File: config.mk
export PLATFORM = sky130hd
export DESIGN_NAME = nlpd_ram
export DESIGN_NICKNAME = d
export VERILOG_FILES = /design/src/hw/rtl/nlpd_ram.sv
export SDC_FILE = /design/constraint.sdc
export NUM_CORES = 1
export LEC_CHECK = 0
export BUFFER_PORTS_ARGS = -buffer_cell sky130_fd_sc_hd__buf_2
export CORE_MARGIN = 5
export CORE_UTILIZATION = 55
export DETAILED_ROUTE_END_ITERATION = 12
export GPL_TIMING_DRIVEN = 0
export PLACE_DENSITY = 0.72
export SETUP_SLACK_MARGIN = 0.05
export SYNTH_ARGS = -nofsm -noshare
export SYNTH_HDL_FRONTEND = slang
export SYNTH_SLANG_ARGS = --single-unit
File: constraint.sdc
create_clock -name aclk -period 6.2 [get_ports aclk]
set_input_delay 0.62 -clock aclk [delete_from_list [all_inputs] [get_ports aclk]]
set_output_delay 0.62 -clock aclk [all_outputs]
set_load 0.03 [all_outputs]
File: src/hw/rtl/nlpd_ram.sv
// Generic synchronous RAM: one write port, two read ports with registered read data.
// Standalone; reads return the contents before a write at the same edge.
`default_nettype none

module nlpd_ram #(
    parameter int WIDTH = 8,
    parameter int DEPTH = 32
) (
    input  wire logic                                   aclk,
    input  wire logic                                   we,
    input  wire logic [(DEPTH > 1 ? $clog2(DEPTH) : 1)-1:0] waddr,
    input  wire logic [WIDTH-1:0]                       wdata,
    input  wire logic [(DEPTH > 1 ? $clog2(DEPTH) : 1)-1:0] raddr_a,
    output logic      [WIDTH-1:0]                       rdata_a,
    input  wire logic [(DEPTH > 1 ? $clog2(DEPTH) : 1)-1:0] raddr_b,
    output logic      [WIDTH-1:0]                       rdata_b
);

    logic [WIDTH-1:0] mem [DEPTH];

    // write port and both registered read ports
    always_ff @(posedge aclk) begin
        if (we) begin
            mem[waddr] <= wdata;
        end
        rdata_a <= mem[raddr_a];
        rdata_b <= mem[raddr_b];
    end

endmodule

`default_nettype wire

==> results.toml <==
[floorplanning]
dieArea_sq_um = 25280
fp.dieW_um = 159.0
num_rows = 54
core_sq_um = 21820
io_pins = 41
die_h_um = 159.0
start_util = 0.5594

[detailed_routing]
drcViolationCount = 0
wirelength_um = 32110
ant_nets = 0
vias_per_cell = 7.180
post_drt_wl_per_cell_um = 35.91
drt_iter0_drc = 909
vias = 6419
first_pass_iters = 6

[clock_tree]
cts_root_buf = "clkbuf_16"
clk_path_buf_depth = 3
htreeDepth = 1
cts_hold_buf = 0
post_cts_buffers = 0
ctsResizeCount = 0
cts_tree = "built"
cts_sinks = 272
clk_pin_slew_ns = 0.06
cts_buffers = 28
clk_latency_ns = 0.55

[synthesis]
synth.avg_cell_area_sq_um = 22.95
synth-simple-area-share = 0.01701
syn_inst = 532
synth-adder-area-share = 0
yosys_warnings = 0
ys_ff_latch = 272
synth.distinct_cells = 15
synth_edf_count = 256
yosysMostFrequentCell = "edfxtp_1"
synth_xor_area_frac = 0
synth_area_leader_cell = "edfxtp_1"
muxShareOfSynthArea = 0.3099
synth.area.top_cells = "edfxtp_1 63%, mux4_2 30%, dfxtp_1 2.6%, mux2_2 1.5%, nor2_1 1.0%"
ys_seq_area_frac = 0.6559
syn-num-nets = 557
synth_common_cells = "256 x edfxtp_1, 160 x mux4_2, 33 x nor2_1"
ys_dominant_reg_cell = "edfxtp_1"
netlist_area_sq_um = 12210
synth-compound-area-share = 0
netlist.area_leader.share = 0.6297
synth_top_family_by_area = "multiplexers"
synthArstFlopShare = 0

[placed_design]
hpwl_um = 21940
io_buffers = 30
dpl-instance-area_sq_um = 12710
gp_congestion = 0.8904

[global_route]
grt_remaining_overflow = 0
grt_pass1_wl_um = 46750
gr-usage-all-layers = 0.2548
grt_max_degree = 33
grt_antenna_before_repair = 0
grt_pass1_vias = 6552

[run]
max_cap_violations = 0

[timing]
grt_setup_unrepaired = "no"
timing.fmax_ghz = 0.3534
fin_crit_sh = 0.4563
fin_crit_ns = 2.829
hold_viol = 0
fin_setup_tns_ns = 0
worst_slew_pin_slew_ns = 1.070
skew_ns = 0.01400
relSlewSlack = 0.2842
final_max_slew_viol_count = 0
finalSetupViolCount = 0

[worst_setup_path]
path_depth = 5
critical_path.endpoint = "rdata_b[7]"
end_kind = "flop"
cp_slowest_cell = "buf_1"
worst_r2r_endpoint = "rdata_a[2]"
crit_path_start = "raddr_b[1]"
critPathLaunchType = "input port"
critPathArrivalTime_ns = 3.26
cp_slowest_stage_delay_ns = 0.79
crit_path_frequent_cell = "mux4_2"
reg2reg_from = "mem[15][2]"
reg2regPathDepth = 3
crit_path_max_fanout = 10
crit_family = "multiplexers"
ff2ff_setup_slack_ns = 4.31
critPathKind = "in -> reg"
crit_buf_inv = 2
crit_chain = "clkbuf_1 -> buf_1 -> mux4_2 -> mux4_2 -> mux2_2"
critPathRequiredTime_ns = 6.63

[power_and_ir_drop]
power_leakage_nw = 4.320
finalPower_mw = 4.294
vdd_drop_max_mv = 0.2782
power.density_nw_per_um2 = 312.2

[final_layout]
n_antenna_cell = 0
num-fill-cells = 1441
syn2layout_area_growth_pct = 12.69
nets = 617
design_area_sq_um = 13760
final_util = 0.6304
final_layout_size_suffix_gt1_frac = 0.4446

[outcome]
status = "completed"

[worst_hold_path]
min_path_type = "in -> reg"
-- metal layers --
metal	vias to the layer above	track usage	part of all wire
li1	2477	-	-
met1	3433	0.3702	0.38
met2	453	0.3874	0.47
met3	56	0.07248	0.12
met4	0	0.07212	0.031
met5	-	0	0
-- flip-flops by register name, indices dropped and copies added, names as in the netlist --
name     cells
mem        256
rdata_b      8
rdata_a      8
-- cell type report --
type,instances,area (sq um),area share
buffer,39,209.0,0.01519
clock buffer,39,855.8,0.06221
clock inverter,13,192.7,0.01401
multi-input combinational,221,3991,0.2901
sequential,272,8008,0.5821
tap,280,350.3,0.02547
timing repair buffer,30,150.1,0.01091
-- logic make-up (layout without fill, tap and decap cells) --
family | count (synthesis) | count (layout)
flip-flops | 272 | 272
multiplexers | 176 | 176
AND/OR/NAND/NOR | 45 | 45
buffers and inverters | 39 | 121
-- power breakdown --
group          switching (mW)  internal, mW  total, mW
logic                   0.211         0.156      0.368
clock network           0.701          1.17       1.87
registers              0.0130          2.04       2.06
-- per-stage QoR --
| stage | std cells | setup WS, ns | hold WS [ns] |
|---|---|---|---|
| after floorplan | 532 | 3.777 | 0.7189 |
| after global placement | 842 | 2.780 | 0.9217 |
| after detailed placement | 842 | 2.835 | 0.9366 |
| after CTS | 894 | 3.401 | 0.5816 |
| after global routing | 894 | 3.376 | 0.6059 |
| final | 894 | 3.371 | 0.5891 |
-- worst reg2reg max path: cells and delay by family, from the launching register on --
| kind | cells | cell delay, ns |
|---|---|---|
| multiplexers | 3 | 1.40 |
| flip-flops | 1 | 0.38 |
-- layout by cell type, fill, tap and decap left out, types with 5 or more instances in the layout --
master / netlist / layout
edfxtp_1: 256 / 256
mux4_2: 160 / 160
nor2_1: 33 / 33
buf_2: 2 / 32
clkbuf_16: 0 / 31
buf_1: 16 / 16
mux2_2: 16 / 16
dfxtp_1: 16 / 16
buf_4: 12 / 12
clkbuf_1: 7 / 10
clkinv_2: 0 / 6
nand3b_1: 5 / 5
clkbuf_8: 0 / 5
bufinv_16: 0 / 5
-- worst min-delay path by stage --
stage | endpoint | depth (start not counted) | start | slack (ns)
2_1_floorplan | mem[0][0] | 0 | wdata[0] | 0.72
3_3_place_gp | rdata_a[1] | 3 | mem[16][1] | 0.92
3_5_place_dp | rdata_a[4] | 3 | mem[21][4] | 0.94
4_1_cts | rdata_a[1] | 2 | raddr_a[3] | 0.58
5_1_grt | rdata_a[1] | 2 | raddr_a[3] | 0.61
6_report | rdata_a[1] | 2 | raddr_a[3] | 0.59
Note: power is estimated with default switching activity, not from simulation.
